### src/rtl/core/gbn_pkg.sv
`timescale 1ns / 1ps
package gbn_pkg;

	localparam int SEQ_BITS    = 32;
	localparam int SIZE_BITS   = 40;
	localparam int PAY_BITS    = 16;
	localparam int WIN_BITS    = 16;
	localparam int CNT_BITS    = 16;
	localparam int QUEUE_DEPTH = 2;
	localparam int ADDR_BITS   = 3;
	localparam int DATA_BITS   = 32;

	localparam logic [PAY_BITS-1:0] PAYLOAD_RESET = PAY_BITS'(1024);

	localparam logic [1:0] REQ_START = 2'd0;
	localparam logic [1:0] REQ_DATA  = 2'd1;
	localparam logic [1:0] REQ_TICK  = 2'd2;

	localparam logic [1:0] ACK_INFO    = 2'd0;
	localparam logic [1:0] ACK_SUCCESS = 2'd1;
	localparam logic [1:0] ACK_REPEAT  = 2'd2;
	localparam logic [1:0] ACK_DUP     = 2'd3;

	localparam logic [1:0] CMD_NOP   = 2'd0;
	localparam logic [1:0] CMD_START = 2'd1;
	localparam logic [1:0] CMD_DATA  = 2'd2;
	localparam logic [1:0] CMD_TICK  = 2'd3;

	localparam logic REG_PAYLOAD = 1'b0;

	typedef struct packed {
		logic [1:0]           req_type;
		logic [SEQ_BITS-1:0]  packet_seq;
		logic [WIN_BITS-1:0]  sender_window;
		logic [SIZE_BITS-1:0] file_size;
	} req_t;

	typedef struct packed {
		logic                 ack_valid;
		logic [1:0]           ack_code;
		logic [SEQ_BITS-1:0]  ack_seq;
		logic [PAY_BITS-1:0]  write_bytes;
		logic                 transfer_done;
	} rsp_t;

	typedef struct packed {
		logic [1:0]           kind;
		logic [SEQ_BITS-1:0]  seq;
		logic [WIN_BITS-2:0]  half_window;
		logic [SIZE_BITS-1:0] file_size;
	} cmd_t;

endpackage

### src/rtl/core/gbn_queue.sv
`timescale 1ns / 1ps
module gbn_queue #(
	parameter int WIDTH = 8,
	parameter int DEPTH = 2
) (
	input  logic             clk,
	input  logic             arst_n,
	input  logic             push,
	input  logic [WIDTH-1:0] wdata,
	output logic             full,
	input  logic             pop,
	output logic [WIDTH-1:0] rdata,
	output logic             empty
);
	localparam int PTR_BITS = (DEPTH > 1) ? $clog2(DEPTH) : 1;
	localparam int CNT_BITS = $clog2(DEPTH + 1);
	localparam logic [PTR_BITS-1:0] LAST = PTR_BITS'(DEPTH - 1);

	logic [WIDTH-1:0]    mem_q [DEPTH];
	logic [PTR_BITS-1:0] wr_ptr_q;
	logic [PTR_BITS-1:0] rd_ptr_q;
	logic [CNT_BITS-1:0] count_q;
	logic                do_push;
	logic                do_pop;

	assign full    = (count_q == CNT_BITS'(DEPTH));
	assign empty   = (count_q == '0);
	assign do_push = push && !full;
	assign do_pop  = pop && !empty;
	assign rdata   = mem_q[rd_ptr_q];

	always_ff @(posedge clk or negedge arst_n) begin
		if (!arst_n) begin
			wr_ptr_q <= '0;
			rd_ptr_q <= '0;
			count_q  <= '0;
		end else begin
			if (do_push) begin
				wr_ptr_q <= (wr_ptr_q == LAST) ? '0 : wr_ptr_q + 1'b1;
			end
			if (do_pop) begin
				rd_ptr_q <= (rd_ptr_q == LAST) ? '0 : rd_ptr_q + 1'b1;
			end
			if (do_push && !do_pop) begin
				count_q <= count_q + 1'b1;
			end else if (do_pop && !do_push) begin
				count_q <= count_q - 1'b1;
			end
		end
	end

	always_ff @(posedge clk) begin
		if (do_push) begin
			mem_q[wr_ptr_q] <= wdata;
		end
	end

endmodule

### src/rtl/core/gbn_front.sv
`timescale 1ns / 1ps
module gbn_front (
	input  gbn_pkg::req_t req,
	output gbn_pkg::cmd_t cmd
);
	import gbn_pkg::*;

	always_comb begin
		cmd.seq         = req.packet_seq;
		cmd.half_window = req.sender_window[WIN_BITS-1:1];
		cmd.file_size   = req.file_size;
		unique case (req.req_type)
			REQ_START: cmd.kind = CMD_START;
			REQ_DATA:  cmd.kind = CMD_DATA;
			REQ_TICK:  cmd.kind = CMD_TICK;
			default:   cmd.kind = CMD_NOP;
		endcase
	end

endmodule

### src/rtl/core/gbn_exec.sv
`timescale 1ns / 1ps
module gbn_exec (
	input  logic                           clk,
	input  logic                           arst_n,
	input  logic [gbn_pkg::PAY_BITS-1:0]   payload_bytes,
	input  logic                           cmd_valid,
	input  gbn_pkg::cmd_t                  cmd,
	output logic                           cmd_pop,
	input  logic                           rsp_full,
	output logic                           rsp_push,
	output gbn_pkg::rsp_t                  rsp
);
	import gbn_pkg::*;

	localparam logic signed [CNT_BITS-1:0] CNT_MIN = {1'b1, {(CNT_BITS-1){1'b0}}};
	localparam logic signed [CNT_BITS-1:0] CNT_ONE = {{(CNT_BITS-1){1'b0}}, 1'b1};

	logic [SEQ_BITS-1:0]         next_q;
	logic [SIZE_BITS-1:0]        remaining_q;
	logic signed [CNT_BITS-1:0]  counter_q;
	logic                        receiving_q;
	logic                        closed_q;

	logic [SEQ_BITS-1:0]         next_d;
	logic [SIZE_BITS-1:0]        remaining_d;
	logic signed [CNT_BITS-1:0]  counter_d;
	logic                        receiving_d;
	logic                        closed_d;

	logic                        seq_match;
	logic                        seq_old;
	logic                        has_rem;
	logic                        rem_short;
	logic [PAY_BITS-1:0]         chunk;
	logic signed [CNT_BITS-1:0]  cnt_dec;
	logic signed [CNT_BITS-1:0]  cnt_inc;
	logic                        over_half;
	logic [SEQ_BITS-1:0]         next_inc;

	assign cmd_pop  = cmd_valid && !rsp_full;
	assign rsp_push = cmd_pop;

	assign seq_match = (cmd.seq == next_q);
	assign seq_old   = (cmd.seq < next_q);
	assign has_rem   = (remaining_q != '0);
	assign rem_short = (remaining_q <= SIZE_BITS'(payload_bytes));
	assign chunk     = rem_short ? remaining_q[PAY_BITS-1:0] : payload_bytes;
	assign cnt_dec   = (counter_q == CNT_MIN) ? counter_q : counter_q - CNT_ONE;
	assign cnt_inc   = cnt_dec + CNT_ONE;
	assign over_half = $signed({cnt_inc[CNT_BITS-1], cnt_inc})
		> $signed({2'b00, cmd.half_window});
	assign next_inc  = next_q + 1'b1;

	always_comb begin
		next_d      = next_q;
		remaining_d = remaining_q;
		counter_d   = counter_q;
		receiving_d = receiving_q;
		closed_d    = closed_q;
		rsp         = '0;
		unique case (cmd.kind)
			CMD_START: begin
				remaining_d   = cmd.file_size;
				receiving_d   = 1'b1;
				counter_d     = '0;
				next_d        = '0;
				rsp.ack_valid = 1'b1;
				rsp.ack_code  = ACK_INFO;
			end
			CMD_DATA: begin
				counter_d = cnt_dec;
				if (seq_match) begin
					if (has_rem) begin
						rsp.write_bytes = chunk;
						next_d          = next_inc;
						remaining_d     = remaining_q - SIZE_BITS'(chunk);
						counter_d       = cnt_inc;
						if (over_half || rem_short) begin
							rsp.ack_valid = 1'b1;
							rsp.ack_code  = ACK_SUCCESS;
							rsp.ack_seq   = next_inc;
						end
						if (rem_short && !closed_q) begin
							closed_d          = 1'b1;
							rsp.transfer_done = 1'b1;
						end
					end else begin
						rsp.ack_valid = 1'b1;
						rsp.ack_code  = ACK_SUCCESS;
						rsp.ack_seq   = cmd.seq + 1'b1;
						if (!closed_q) begin
							closed_d          = 1'b1;
							rsp.transfer_done = 1'b1;
						end
					end
				end else if (seq_old) begin
					rsp.ack_valid = 1'b1;
					rsp.ack_code  = ACK_REPEAT;
					rsp.ack_seq   = next_q;
				end else begin
					rsp.ack_valid = 1'b1;
					rsp.ack_code  = ACK_DUP;
					rsp.ack_seq   = next_q;
				end
			end
			CMD_TICK: begin
				if (receiving_q) begin
					rsp.ack_valid = 1'b1;
					rsp.ack_code  = ACK_DUP;
					rsp.ack_seq   = next_q;
				end
			end
			default: begin
			end
		endcase
	end

	always_ff @(posedge clk or negedge arst_n) begin
		if (!arst_n) begin
			next_q      <= '0;
			remaining_q <= '0;
			counter_q   <= '0;
			receiving_q <= 1'b0;
			closed_q    <= 1'b0;
		end else if (cmd_pop) begin
			next_q      <= next_d;
			remaining_q <= remaining_d;
			counter_q   <= counter_d;
			receiving_q <= receiving_d;
			closed_q    <= closed_d;
		end
	end

`ifndef SYNTH
	a_done_once: assert property (@(posedge clk) disable iff (!arst_n)
		rsp_push && rsp.transfer_done |-> !closed_q)
		else $error("transfer_done raised after close");

	a_closed_sticks: assert property (@(posedge clk) disable iff (!arst_n)
		closed_q |=> closed_q)
		else $error("closed flag cleared");

	a_write_acked: assert property (@(posedge clk) disable iff (!arst_n)
		rsp_push && (rsp.write_bytes != '0) |-> cmd.kind == CMD_DATA && seq_match)
		else $error("bytes written for an out-of-order word");

	a_remaining_falls: assert property (@(posedge clk) disable iff (!arst_n)
		cmd_pop && cmd.kind == CMD_DATA |=> remaining_q <= $past(remaining_q))
		else $error("remaining bytes grew on data");

	a_no_ack_zero: assert property (@(posedge clk) disable iff (!arst_n)
		rsp_push && !rsp.ack_valid |-> rsp.ack_code == ACK_INFO && rsp.ack_seq == '0)
		else $error("ack fields set without ack");
`endif

endmodule

### src/rtl/core/go_back_n_receiver_ack.sv
// A pushed word is registered in the command queue and its result in the result queue.
// Throughput: one word per cycle in and out, unless the result queue is full;
// gbn_exec updates next sequence, byte count and counter from its own registers.
// Command and result queues each hold QUEUE_DEPTH words.
// Reset (arst_n low, asynchronous): queues empty, sequence, byte count and
// counter zero, not receiving, not closed, payload_bytes 1024.
`timescale 1ns / 1ps
module go_back_n_receiver_ack #(
	parameter int QUEUE_DEPTH = gbn_pkg::QUEUE_DEPTH
) (
	input  logic                            clk,
	input  logic                            arst_n,
	input  logic                            push,
	output logic                            full,
	input  gbn_pkg::req_t                   req,
	output logic                            empty,
	input  logic                            pop,
	output gbn_pkg::rsp_t                   rsp,
	input  logic                            psel,
	input  logic                            penable,
	input  logic                            pwrite,
	input  logic [gbn_pkg::ADDR_BITS-1:0]   paddr,
	input  logic [gbn_pkg::DATA_BITS-1:0]   pwdata,
	output logic [gbn_pkg::DATA_BITS-1:0]   prdata,
	output logic                            pready
);
	import gbn_pkg::*;

	logic [PAY_BITS-1:0] payload_q;
	logic                cfg_wr;
	cmd_t                cmd_in;
	cmd_t                cmd_out;
	logic                cmd_empty;
	logic                cmd_pop;
	logic                rsp_full;
	logic                rsp_push;
	rsp_t                rsp_in;

	assign pready = 1'b1;
	assign cfg_wr = psel && penable && pwrite && pready;
	assign prdata = (paddr[ADDR_BITS-1] == REG_PAYLOAD)
		? DATA_BITS'(payload_q) : '0;

	always_ff @(posedge clk or negedge arst_n) begin
		if (!arst_n) begin
			payload_q <= PAYLOAD_RESET;
		end else if (cfg_wr && paddr[ADDR_BITS-1] == REG_PAYLOAD) begin
			payload_q <= pwdata[PAY_BITS-1:0];
		end
	end

	gbn_front u_front (
		.req (req),
		.cmd (cmd_in)
	);

	gbn_queue #(
		.WIDTH ($bits(cmd_t)),
		.DEPTH (QUEUE_DEPTH)
	) u_cmd_queue (
		.clk    (clk),
		.arst_n (arst_n),
		.push   (push),
		.wdata  (cmd_in),
		.full   (full),
		.pop    (cmd_pop),
		.rdata  (cmd_out),
		.empty  (cmd_empty)
	);

	gbn_exec u_exec (
		.clk           (clk),
		.arst_n        (arst_n),
		.payload_bytes (payload_q),
		.cmd_valid     (!cmd_empty),
		.cmd           (cmd_out),
		.cmd_pop       (cmd_pop),
		.rsp_full      (rsp_full),
		.rsp_push      (rsp_push),
		.rsp           (rsp_in)
	);

	gbn_queue #(
		.WIDTH ($bits(rsp_t)),
		.DEPTH (QUEUE_DEPTH)
	) u_rsp_queue (
		.clk    (clk),
		.arst_n (arst_n),
		.push   (rsp_push),
		.wdata  (rsp_in),
		.full   (rsp_full),
		.pop    (pop),
		.rdata  (rsp),
		.empty  (empty)
	);

endmodule

### config.mk
export PLATFORM = sky130hd
export DESIGN_NAME = go_back_n_receiver_ack
export DESIGN_NICKNAME = d
export VERILOG_FILES = /design/src/rtl/core/gbn_pkg.sv /design/src/rtl/core/gbn_queue.sv /design/src/rtl/core/gbn_front.sv /design/src/rtl/core/gbn_exec.sv /design/src/rtl/core/go_back_n_receiver_ack.sv
export SDC_FILE = /design/constraint.sdc
export NUM_CORES = 1
export LEC_CHECK = 0
export ABC_AREA = 1
export ABC_CLOCK_PERIOD_IN_PS = 7000
export BUFFER_PORTS_ARGS = -buffer_cell sky130_fd_sc_hd__buf_2
export CORE_ASPECT_RATIO = 0.75
export CORE_UTILIZATION = 40
export CTS_CLUSTER_DIAMETER = 100
export DETAILED_ROUTE_END_ITERATION = 10
export PLACE_DENSITY_LB_ADDON = 0.05
export SYNTH_ARGS = -nofsm -noshare
export SYNTH_HDL_FRONTEND = slang
export SYNTH_HIERARCHICAL = 1
export SYNTH_SLANG_ARGS = --single-unit
### constraint.sdc
create_clock -name clk -period 7 [get_ports clk]
set_input_delay 0.35 -clock clk [delete_from_list [all_inputs] [get_ports clk]]
set_output_delay 0.35 -clock clk [all_outputs]
set_load 0.05 [all_outputs]
### Yosys cells after proc, flatten, opt, wreduce, memory -nomap -nowiden

Memory sizes are Yosys's and may differ from the RTL's.
Cells that the tools add are included.

| operators by class | value |
|---|---|
| muxes and demuxes | 40 |
| reductions and logical operators | 34 |
| $lt $le $gt $ge | 3 |
| $add $sub $neg | 13 |
| bitwise logic cells | 1 |
| equality and inequality tests | 12 |

Operators by type and width:

| kind | number |
|---|---|
| two-way mux 35 bit | 4 |
| one-hot mux 32 bit (2 select lines) | 2 |
| two-way mux 16 bit | 6 |
| two-way mux 40 bit | 2 |
| one-hot mux 40 bit (2 select lines) | 1 |
| adder 32 x 1 -> 32 bit (second input constant) | 2 |
| two-way mux 32 bit | 2 |
| less-or-equal comparator 40 x 16 -> 1 bit | 1 |
| nonzero test 40 bit | 1 |
| subtractor 40 x 16 -> 40 bit | 1 |
| two-way mux 17 bit | 2 |
| two-way mux 33 bit | 1 |
| equality test 32 bit | 1 |
| less-than comparator 32 bit | 1 |
| one-hot mux 16 bit (2 select lines) | 1 |
| adder 16 x 2 -> 16 bit (second input constant) | 1 |
| equality test 16 bit (second input constant) | 1 |
| greater-than comparator 16 bit | 1 |
| subtractor 16 x 2 -> 16 bit (second input constant) | 1 |
| logical AND 1 bit | 13 |
| two-way mux 1 bit | 13 |
| equality test 2 bit (second input constant) | 5 |
| logical NOT 1 bit | 9 |
| one-hot mux 3 bit (3 select lines) | 1 |
| other kinds (14) | 30 |

| word-level totals | value |
|---|---|
| output and inout bits | 87 |
| word-level logic and storage cells | 117 |
| input port bits | 132 |
| bits in writable memories | 282 |
| memories | 2 |
| register bits | 114 |

Memory list:

| name | depth | width | read ports | clocked after memory_dff | wr ports | line | RTL |
|---|---|---|---|---|---|---|---|
| u_cmd_queue.mem_q | 2 | 89 | 1 | 0 | 1 | gbn_queue.sv:19 | `logic [WIDTH-1:0] mem_q [DEPTH];` |
| u_rsp_queue.mem_q | 2 | 52 | 1 | 0 | 1 | gbn_queue.sv:19 |  |

### Logic depth before layout (Yosys ltp)

Gate-level depths: netlist (run 1).

| logic depth | value |
|---|---|
| depth in word-level cells | 9 |
| mapped depth | 31 |

### Modules after synthesis

The synthesis (run 1) kept the hierarchy.

Modules (own cells, without submodules):

| module | seq. area each (µm²) | area an instance (µm²) | cells each | instances |
|---|---|---|---|---|
| gbn_exec | 2252.2 | 10844.2 | 1703 | 1 |
| gbn_queue (u_cmd_queue) | 5445.2 | 6744.0 | 496 | 1 |
| gbn_queue (u_rsp_queue) | 3223.1 | 4038.9 | 303 | 1 |
| go_back_n_receiver_ack | 401.6 | 943.4 | 126 | 1 |
| gbn_front | 0.0 | 705.7 | 94 | 1 |

### Worst setup path after synthesis (run 1)

No wires, ideal clock.

| timing | value |
|---|---|
| path type | register to register |
| start point | reg u_cmd_queue.count_q[1] |
| end point | mem u_cmd_queue/mem_q[1][0] (netlist bit) (enable) |
| data arrival time | 4.300 ns |
| period minus slack after synthesis | 4.837 ns |
| cell stages (with the launch flop) | 4 |
| data required time | 6.463 ns |
| library setup time | 0.537 ns |
| path buffers | 0 |
| setup slack | 2.163 ns |
| path through | dfrtp_1 -> inv_1 -> o21ai_0 -> nor2_1 |

| between the ends | value |
|---|---|
| longest elaborated chain between the ends | 5 |

RTL lines:

| item | line | RTL |
|---|---|---|
| start, declared | gbn_queue.sv:22 | `logic [CNT_BITS-1:0] count_q;` |
| start signal, assigned | gbn_queue.sv:45 | `count_q <= count_q + 1'b1;` |
| start signal, assigned | gbn_queue.sv:47 | `count_q <= count_q - 1'b1;` |
| equality test 2 bit | gbn_queue.sv:26 | `assign full = (count_q == CNT_BITS'(DEPTH));` |
| logical NOT 1 bit | gbn_queue.sv:28 | `assign do_push = push && !full;` |
| logical AND 1 bit | gbn_queue.sv:28 |  |
| two-way mux 1 bit | gbn_queue.sv:53 | `if (do_push) begin` |
| two-way mux 1 bit (implied by the code) | gbn_queue.sv:54 | `mem_q[wr_ptr_q] <= wdata;` |
| end, declared | gbn_queue.sv:19 |  |

No other way between the ends.

### Worst setup path after layout (run 1)

| timing | value |
|---|---|
| start point | reg payload_q[5] |
| end point | reg u_exec.remaining_q[31] |

| between the ends | value |
|---|---|
| longest elaborated chain between the ends | 6 |

RTL lines:

| item | line | RTL |
|---|---|---|
| start, declared | go_back_n_receiver_ack.sv:29 | `logic [PAY_BITS-1:0] payload_q;` |
| start signal, assigned | go_back_n_receiver_ack.sv:48 | `payload_q <= pwdata[PAY_BITS-1:0];` |
| less-or-equal comparator 40 x 16 -> 1 bit | gbn_exec.sv:46 | `assign rem_short = (remaining_q <= SIZE_BITS'(payload_bytes));` |
| two-way mux 16 bit * | gbn_exec.sv:47 | `assign chunk = rem_short ? remaining_q[PAY_BITS-1:0] : payload_bytes;` |
| subtractor 40 x 16 -> 40 bit * | gbn_exec.sv:76 | `remaining_d = remaining_q - SIZE_BITS'(chunk);` |
| two-way mux 40 bit * | gbn_exec.sv:73 | `if (has_rem) begin` |
| two-way mux 40 bit * | gbn_exec.sv:72 | `if (seq_match) begin` |
| one-hot mux 40 bit (2 select lines) * | gbn_exec.sv:61 | `unique case (cmd.kind)` |
| end signal, assigned | gbn_exec.sv:127 | `remaining_q <= remaining_d;` |
| end, declared | gbn_exec.sv:19 | `logic [SIZE_BITS-1:0] remaining_q;` |

Mark *: on every way between the ends. The rest lies on a longest branch, timed or not. The select of a mux whose other input is x is not followed.
A chain may end at the register's enable or synchronous reset.

==> flow_metrics.tcl, run 1 <==
set metrics [dict create \
    setup_violations 0 \
    maxCapViolCount 0 \
    dpl.hpwl_mm 46.4 \
    final_nets 3116 \
    fin_tns_setup_ps 0 \
    drive_gt1_frac 0.127 \
    place.gp.congestion 0.918 \
    hold_class "input port to flop" \
    cts_buffer_depth 3 \
    syn_area_per_cell_um2 8.55 \
    power_leakage_nw 11.7 \
    dieArea_mm2 0.0592 \
    crit_required_ps 7440 \
    slew_viol_final 0 \
    start_util 0.405 \
    track_usage 0.222 \
    fp-row-count 76 \
    coreArea_mm2 0.0574 \
    p_total_mw 12.0 \
    ant_nets 0 \
    die_width_um 281 \
    final_hold_viol_count 0 \
    portBuffers 182 \
    wl_met2_mm 26.4 \
    htreeDepth 2 \
    rrSetupSlack_ps 1770 \
    status "finished clean" \
    path_max_fanout 31 \
    criticalPathCategory "flop to flop" \
    grt_pass1_wl_mm 101 \
    vias 18400 \
    drtIter0Drc 1466 \
    post-route-min-period_ps 5230 \
    yosys.area.top_type "edfxtp_1" \
    io_pins 219 \
    start_kind "flop" \
    first_pass_iters 5 \
    wl_mm 65.2 \
    cts_root_buf "clkbuf_16" \
    worst_pin_slew_ps 1190 \
    cts-buffers-inserted 44 \
    grt_max_degree 91 \
    power.density_mw_per_mm2 454 \
    cp_data_arrival_time_ps 5670 \
    yosysTopAreaCellShare 0.364 \
    grt_overflow_total 0 \
    clock_sinks 396 \
    hold_ws_ps 32.6 \
    rsz0062_at_grt "false" \
    drt-wirelength-per-cell_um 17.6 \
    cts_tree "yes" \
    clk_pin_slew_ps 60 \
    wl_met3_mm 3.68 \
    clk_latency_ps 580 \
    synth_warnings 6 \
    max-slew-margin-rel 0.205 \
    antenna_found_initial 4 \
    drc 0 \
    postCtsResizedCells 0 \
    avgViaCountPerCell 4.97 \
    highest_layer "met5" \
    grt_pass1_vias 17200 \
    ys_ff_latch 396 \
    yosysSeqAreaShare 0.486 \
    period_share 0.747 \
    fmax_mhz 191 \
    synthCells 2722 \
    end_kind "flop" \
    synth.area.top_cells "edfxtp_1 (36%), nand2_1 (14%), dfrtp_1 (12%)" \
    ir_drop_v 0.000266 \
    syn_to_final_growth_pct 13.4 \
    drt-met1-wl_mm 34.0 \
    clock_skew_ps 16.9 \
    ys_types 58 \
    die_h_um 211 \
    syn_area_mm2 0.0233 \
]
cells in the final DEF, fill, tap and decap left out, drive strengths merged, types with 4 or more instances in the layout:
| cell type | count |
|---|---|
| nand2 | 887 |
| o211ai | 14 |
| o22ai | 31 |
| a21o | 4 |
| o21ai | 161 |
| nand4 | 45 |
| ha | 93 |
| xnor2 | 18 |
| nor4 | 11 |
| inv | 273 |
| a31oi | 5 |
| nand3b | 4 |
| dfrtp | 113 |
| buf | 199 |
| nand3 | 116 |
| nor2 | 247 |
| nor3 | 31 |
| conb | 17 |
| clkinv | 8 |
| xor2 | 58 |
| dlygate4sd3 | 97 |
| a21oi | 114 |
| edfxtp | 282 |
| clkbuf | 71 |
cell type report:
cell class,instances,area (µm²)
inverters,274,1040
flip-flops and latches,396,11300
diodes,1,2.50
fillers,5673,31000
well taps,780,976
repair buffers,296,2010
clock inverters,11,143
multi-input cells,1878,9640
clock buffers,71,1260
metal layers:
| metal | up-vias | GRT usage |
|---|---|---|
| met3 | 84 | 0.0354 |
| met2 | 469 | 0.313 |
| met4 | 6 | 0.0501 |
| li1 | 9184 | - |
| met5 | - | 0 |
| met1 | 8665 | 0.351 |
per-stage QoR:
step                       util  worst slack (ps)  std cells  area (µm²)
after floorplan               -              2160       2737       23300
after global placement    0.418              1890       3527       24000
after detailed placement  0.418              1890       3527       24000
after CTS                 0.460              1870       3706       26400
after global routing      0.460              1290       3706       26400
final                     0.460              1770       3707       26400
final timing paths:
path	from	depth (start not counted)	end
setup / recovery	payload_q[5]	23	u_exec/remaining_q[31]
hold / removal	pwdata[5]	3	payload_q[5]
hold reg to reg	u_exec/receiving_q	2	u_exec/receiving_q
setup reg to reg	payload_q[5]	23	u_exec/remaining_q[31]
max in group asynchronous	arst_n	3	u_cmd_queue/rd_ptr_q
min in group asynchronous	arst_n	2	u_exec/counter_q[14]
kinds of logic (layout without fill, tap and decap cells):
family	after synthesis	count (layout)	synth area share
simple gates	1348	1348	0.249
other cells	2	18	0.000323
buf+inv	463	652	0.103
fa+ha+maj	94	94	0.0509
flops	396	396	0.486
compound gates	343	343	0.0824
xor+xnor	76	76	0.0286
synth_stat cells (all sizes together):
master,number
a31oi,5
o32ai,3
nand2,887
o22ai,31
edfxtp,282
buf,160
conb,2
ha,93
o21ai,161
dfstp,1
a211oi,3
xnor2,18
nand4,45
or3,1
or2,2
nand3b,4
dfrtp,113
a21o,4
nand3,116
a21oi,114
and2,1
nor3b,2
clkinv,2
o221a,1
clkbuf,29
o21a,2
fa,1
and3,1
nor2,247
nor4,11
o211ai,14
o2111ai,1
nor3,31
xor2,58
inv,272
a21boi,1
o21bai,3
registers in the layout, indices dropped and copies added (netlist names), 2 cells and up:
| signal | count |
|---|---|
| u_cmd_queue/mem_q | 178 |
| u_rsp_queue/count_q | 2 |
| payload_q | 16 |
| u_exec/next_q | 32 |
| u_exec/remaining_q | 40 |
| u_exec/counter_q | 16 |
| u_rsp_queue/mem_q | 104 |
| u_cmd_queue/count_q | 2 |
worst max-delay path, cell delays in order (launching register included):
cell,delay (ps)
dfrtp_1,400
inv_1,60
ha_1,300
nand2_1,60
nor3_1,390
a21oi_1,140
nand2_1,150
nand2_1,80
nand2_1,60
nand2_1,570
o21ai_0,620
inv_1,120
ha_1,290
nand3_1,70
nand2_1,110
a21oi_1,120
o21ai_0,630
nand4_1,240
nand2_1,260
nor2_1,60
nand2_1,60
nand3_1,70
o211ai_1,110
o21ai_0,100
power by group:
part	switching [mW]	total, mW	leakage, nW	internal [mW]
clock	0.958	2.31	0.678	1.35
sequential	0.359	3.69	4.13	3.33
combinational	4.37	6.00	6.87	1.63
repair_timing:
| action | CTS | global route |
|---|---|---|
| endpoints found under the hold margin | 220 | 0 |
| buffers inserted | 0 | 0 |
| hold buffers | 97 | 0 |
No activity file was read; power rests on OpenSTA's default activity.
==> run 2, diff against run 1 <==
Settings changed: ABC_AREA 1 to 0, ABC_CLOCK_PERIOD_IN_PS 7000 to 5230.
Clock period 7 ns to 5.23 ns, I/O delays scaled along.
==> run 2 against run 1 <==
Effect of this change:
- flip-flop and latch count stayed put
- critical endpoint is now u_rsp_queue/mem_q[0][29]
- global-route usage is 1.4 points lower
- area after synthesis shrank 0.48%
==> flow_metrics.tcl, run 2 <==
set metrics [dict create \
    avgViaCountPerCell 5.39 \
    end_kind "flop" \
    criticalPathCategory "flop to flop" \
    postCtsSetupRepairBufs 0 \
    grt_overflow_total 0 \
    path_max_fanout 21 \
    hold_class "input port to flop" \
    cp-startpoint "u_exec/counter_q[1]" \
    clk_latency_ps 580 \
    final_nets 2529 \
    yosysSeqAreaShare 0.489 \
    max-slew-margin-rel 0.273 \
    synth-edff-count 282 \
    syn_area_per_cell_um2 11.3 \
    io_pins 219 \
    drt-wirelength-per-cell_um 19.9 \
    power_leakage_nw 11.0 \
    drtIter0Drc 1379 \
    rsz0062_at_grt "false" \
    ys_types 87 \
    fin_tns_setup_ps 0 \
    die_width_um 280 \
    fmax_mhz 200 \
    die_h_um 210 \
    yosys.cell_count.top_type "edfxtp_1" \
    track_usage 0.208 \
    cts_root_buf "clkbuf_16" \
    final_hold_viol_count 0 \
    period_share 0.956 \
    first_pass_iters 5 \
    cts_tree "yes" \
    final_cell_mix "edfxtp_1 (282), buf_2 (181), nand2_1 (150)" \
    p_total_mw 16.6 \
    yosys.area.top_type "edfxtp_1" \
    status "finished clean" \
    regMostFlops "u_cmd_queue/mem_q" \
    ys_ff_latch 396 \
    setup_violations 0 \
    grt_pass1_wl_mm 94.3 \
    final_common_cell "edfxtp_1" \
    drc 0 \
    top_regs "u_cmd_queue/mem_q: 178 flops, u_rsp_queue/mem_q: 104 flops, u_exec/remaining_q: 40 flops" \
    grt_max_degree 115 \
    post-route-min-period_ps 5000 \
    yosysTopAreaCellShare 0.366 \
    fill_cells 5209 \
    coreArea_mm2 0.0566 \
    place.gp.congestion 0.867 \
    dieArea_mm2 0.0589 \
    drive_gt1_frac 0.237 \
    power.density_mw_per_mm2 614 \
    portBuffers 182 \
    start_util 0.409 \
    ant_nets 0 \
    htreeDepth 2 \
    grt_pass1_vias 15800 \
    wl_mm 62.0 \
    start_kind "flop" \
    syn_area_mm2 0.0232 \
    slew_viol_final 0 \
    maxCapViolCount 0 \
    clock_skew_ps 20.2 \
    synthTopCellsByCount "edfxtp_1 (282), nand2_1 (150), mux2_4 (148)" \
    syn_to_final_growth_pct 16.6 \
    crit_required_ps 5510 \
    clk_pin_slew_ps 60 \
    vias 16700 \
    largest_reg_flops 178 \
    cts-buffers-inserted 43 \
    worst_pin_slew_ps 1090 \
    synth.area.top_cells "edfxtp_1 (37%), dfrtp_1 (12%), mux2_4 (9.6%)" \
    cp_data_arrival_time_ps 5280 \
    dpl.hpwl_mm 44.2 \
    synth_warnings 6 \
    synthArstFlopShare 0.288 \
    r2r_start "u_exec/counter_q[1]" \
    ys.flop_type "edfxtp_1" \
    fp-row-count 75 \
    ir_drop_v 0.000348 \
    synthCells 2050 \
    worstHoldStart "pop" \
    antenna_found_initial 5 \
    clock_sinks 396 \
    cts_buffer_depth 3 \
]
-- run 2: cell types whose count changed after synthesis, moves of 37 or more --
cell,previous run,this run
nor2_1,222,124
clkbuf_1,29,66
nand2_1,849,150
nand3_1,101,54
inv_1,260,90
mux2_4,0,148
-- run 2: path summary, 6_finish.rpt --
kind	end	slack (ps)	depth (start not counted)
setup / recovery	u_rsp_queue/mem_q[0][29]	230	20
max in group asynchronous	u_cmd_queue/rd_ptr_q	4250	3
hold / removal	u_rsp_queue/rd_ptr_q	40	3
hold reg to reg	u_exec/closed_q	460	1
setup reg to reg	u_rsp_queue/mem_q[0][29]	230	20
min in group asynchronous	payload_q[5]	300	3
-- run 2: final cells by class --
class	count	area, µm²	share of cell area
clock inverter	15	148	0.00547
inverter	91	342	0.0127
timing repair buffer	393	2780	0.103
sequential	396	11300	0.419
antenna	2	5.00	0.000185
multi-input combinational	1378	10200	0.379
clock buffer	64	1190	0.0443
tap	770	963	0.0357
-- run 2: where the power goes --
part	switching, mW	total, mW	internal (mW)
Clock	1.27	2.96	1.69
Combinational	5.22	8.59	3.36
Sequential	0.588	5.03	4.45
Total	7.09	16.6	9.50
-- run 2: layer usage --
layer | GRT usage | wire length [µm]
met1 | 0.328 | 31500
met2 | 0.293 | 25200
met3 | 0.0352 | 4140
met4 | 0.0469 | 1100
met5 | 0 | 40
-- run 2: timing repair --
item	4_1_cts	5_1_grt
endpoints found under the setup margin	0	72
endpoints found under the hold margin	303	0
resized for setup	0	14
hold buffers	104	0
-- run 2: stage by stage --
stage	worst slack, ps	hold slack, ps	cell area (µm²)	std cells	utilization
2_1_floorplan	340	-34.1	23200	2065	-
3_3_place_gp	240	422	24500	2924	0.434
3_5_place_dp	59.3	430	24500	2924	0.434
4_1_cts	14.4	19.2	26900	3107	0.476
5_1_grt	7.83	52.1	27000	3107	0.477
6_report	230	42.7	27000	3109	0.477
-- run 2: cells by family (layout without fill, tap and decap cells) --
kind of cell               Yosys count  count (layout)  synth area share
AOI/OAI and AO/OA                  419             419             0.116
xor gates and xnor gates            76              76            0.0287
adders and majority gates           94              94            0.0511
buffers and inverters              291             563            0.0765
DFF                                396             396             0.489
muxes                              180             180             0.110
other                                2              19          0.000324
and+or+nand+nor                    592             592             0.128
-- run 2: worst max-delay path, stage by stage, from the launching register on --
cell and delay [ps]:
dfrtp_1 440, inv_1 120, ha_1 160, or3b_1 370, or4_1 410, a2111o_1 440, and2_1 180, nand3b_1 210
buf_4 180, nor3_1 210, xnor2_1 100, ha_1 300, o21ai_0 70, nand2b_1 80, a21oi_1 70, nor2_1 140
o211ai_2 220, nand2_2 200, buf_12 190, nand2_1 90, o21ai_0 540
==> run 3, diff against run 2 <==
Settings changed: RECOVER_POWER set to 25, TNS_END_PERCENT set to 20.
==> run 3 against run 2 <==
Effect of this change:
- the run now ends with capacitance limit, slew limit left
- critical path depth increased by 1
- clock skew decreased by 1.9 ps
- clock power about the same
- fmax increased by 0.35%
- via count decreased by 0.48%
- wire length about the same
- critical path type unchanged
==> flow_metrics.tcl, run 3 (same netlist as run 2, synthesis figures left out) <==
set metrics [dict create \
    status "finished, violations left" \
    violations "capacitance limit, slew limit" \
    cts_buffer_depth 3 \
    multi_input_area_mm2 0.0102 \
    fill_cells 5259 \
    clk_latency_ps 580 \
    final_hold_viol_count 0 \
    drc 0 \
    place_area_mm2 0.0245 \
    top_regs "u_cmd_queue/mem_q: 178 flops, u_rsp_queue/mem_q: 104 flops, u_exec/remaining_q: 40 flops" \
    drive_gt1_frac 0.209 \
    path_max_fanout 7 \
    hold_class "input port to flop" \
    final_cell_mix "edfxtp_1 (282), nand2_1 (150), mux2_4 (138)" \
    cts_root_buf "clkbuf_16" \
    postCtsSetupRepairBufs 0 \
    stdcell_count 3109 \
    cts_tree "yes" \
    clock_sinks 396 \
    ant_nets 0 \
    clock_skew_ps 18.3 \
    slew_viol_final 115 \
    grt_pass1_wl_mm 94.3 \
    final_common_cell "edfxtp_1" \
    power.clock.fraction 0.179 \
    pre_cts_ws_ps 59.3 \
    cts-buffers-inserted 43 \
    grt_pass1_vias 15800 \
    start_kind "flop" \
    setup_slack_ps 247 \
    p_total_mw 16.5 \
    first_pass_iters 5 \
    vias 16700 \
    fp-row-count 75 \
    power.density_mw_per_mm2 616 \
    crit_required_ps 5690 \
    dpl.hpwl_mm 44.2 \
    postLayoutCoreUtil 0.475 \
    internal-power_mw 9.47 \
    die_h_um 210 \
    drt-wirelength-per-cell_um 19.9 \
    grt_max_degree 115 \
    power_frac_comb 0.517 \
    track_usage 0.208 \
    period_share 0.953 \
    drtIter0Drc 1372 \
    die_width_um 280 \
    io_pins 219 \
    hold_ws_ps 32.5 \
    clk_pin_slew_ps 60 \
    htreeDepth 2 \
    post-route-min-period_ps 4980 \
    regMostFlops "u_cmd_queue/mem_q" \
    final_nets 2529 \
    switching_share 0.427 \
    largest_reg_flops 178 \
    cp_data_arrival_time_ps 5450 \
    p_sw_mw 7.07 \
    avgViaCountPerCell 5.36 \
    register_area_mm2 0.0113 \
    start_util 0.409 \
    dp.cells 2924 \
    portBuffers 182 \
    maxCapViolCount 1 \
    worst_pin_slew_ps 3340 \
    antenna_found_initial 5 \
    place.gp.congestion 0.867 \
    grt_overflow_total 0 \
    stdcell_area_mm2 0.0269 \
    power_leakage_nw 10.8 \
    syn_to_final_growth_pct 15.9 \
    dieArea_mm2 0.0589 \
    wl_mm 61.9 \
    rsz0062_at_grt "true" \
    criticalPathCategory "flop to flop" \
    max-slew-margin-rel -1.23 \
    coreArea_mm2 0.0566 \
    p_seq_frac 0.304 \
    ir_drop_v 0.000347 \
    end_kind "flop" \
    fmax_mhz 201 \
    setup_violations 0 \
    fin_tns_setup_ps 0 \
]
==> run 3: cell types whose count changed in the layout (fill, tap and decap cells not counted), moves of 4 or more <==
cell | previous run | this run
clkbuf_1 | 17 | 70
clkbuf_2 | 0 | 4
buf_2 | 181 | 125
mux2_4 | 148 | 138
mux2_1 | 0 | 11
==> run 3: power by group through the flow <==
stage	sequential [mW]	combinational (mW)	clock, mW
CTS	5.04	8.57	3.06
floorplan	4.87	6.50	0
finish	5.03	8.55	2.96
global route	5.14	9.30	3.18
detailed placement	5.10	8.47	0
global placement	5.06	8.37	0
==> run 3: area by class of cell <==
type / count / share of cell area
clock buffers: 64 / 0.0445
inverters: 91 / 0.0127
flip-flops and latches: 396 / 0.422
multi-input cells: 1378 / 0.379
clock inverters: 15 / 0.00550
diodes: 2 / 0.000186
repair buffers: 393 / 0.101
well taps: 770 / 0.0359
==> run 3: worst paths after layout <==
kind	slack [ps]	cells past startpoint	to	from
setup / recovery	250	21	u_exec/remaining_q[33]	payload_q[10]
setup reg to reg	250	21	u_exec/remaining_q[33]	payload_q[10]
min in group asynchronous	1390	3	payload_q[5]	arst_n
max in group asynchronous	1370	3	u_cmd_queue/rd_ptr_q	arst_n
hold reg to reg	460	1	u_exec/closed_q	u_exec/closed_q
hold / removal	30	3	u_rsp_queue/rd_ptr_q	pop
==> run 3: what timing repair did <==
action | in CTS | in global routing
hold endpoints to repair | 303 | 0
hold buffers | 104 | 0
endpoints found under the setup margin | 0 | 72
gates resized for setup | 0 | 12
==> run 3: worst max-delay path, cell delays in order, from the launching register on <==
cell,delay (ps)
dfstp_2,560
inv_1,50
ha_1,280
nand4_1,100
nor2_1,180
o21ai_0,110
o211a_1,230
o2111ai_2,290
buf_4,180
buf_4,180
mux2i_2,300
buf_4,190
ha_1,260
o21a_1,210
o211a_1,220
o211ai_1,150
a21oi_1,190
o41ai_2,340
buf_4,180
nand4_1,220
mux2i_1,190
a211o_1,270
==> run 3: metal layers <==
metal	track usage	share of wire	vias to the layer above
li1	-	-	7972
met1	0.328	0.51	8119
met2	0.293	0.41	489
met3	0.0352	0.063	78
met4	0.0469	0.017	6
met5	0	0.00065	-
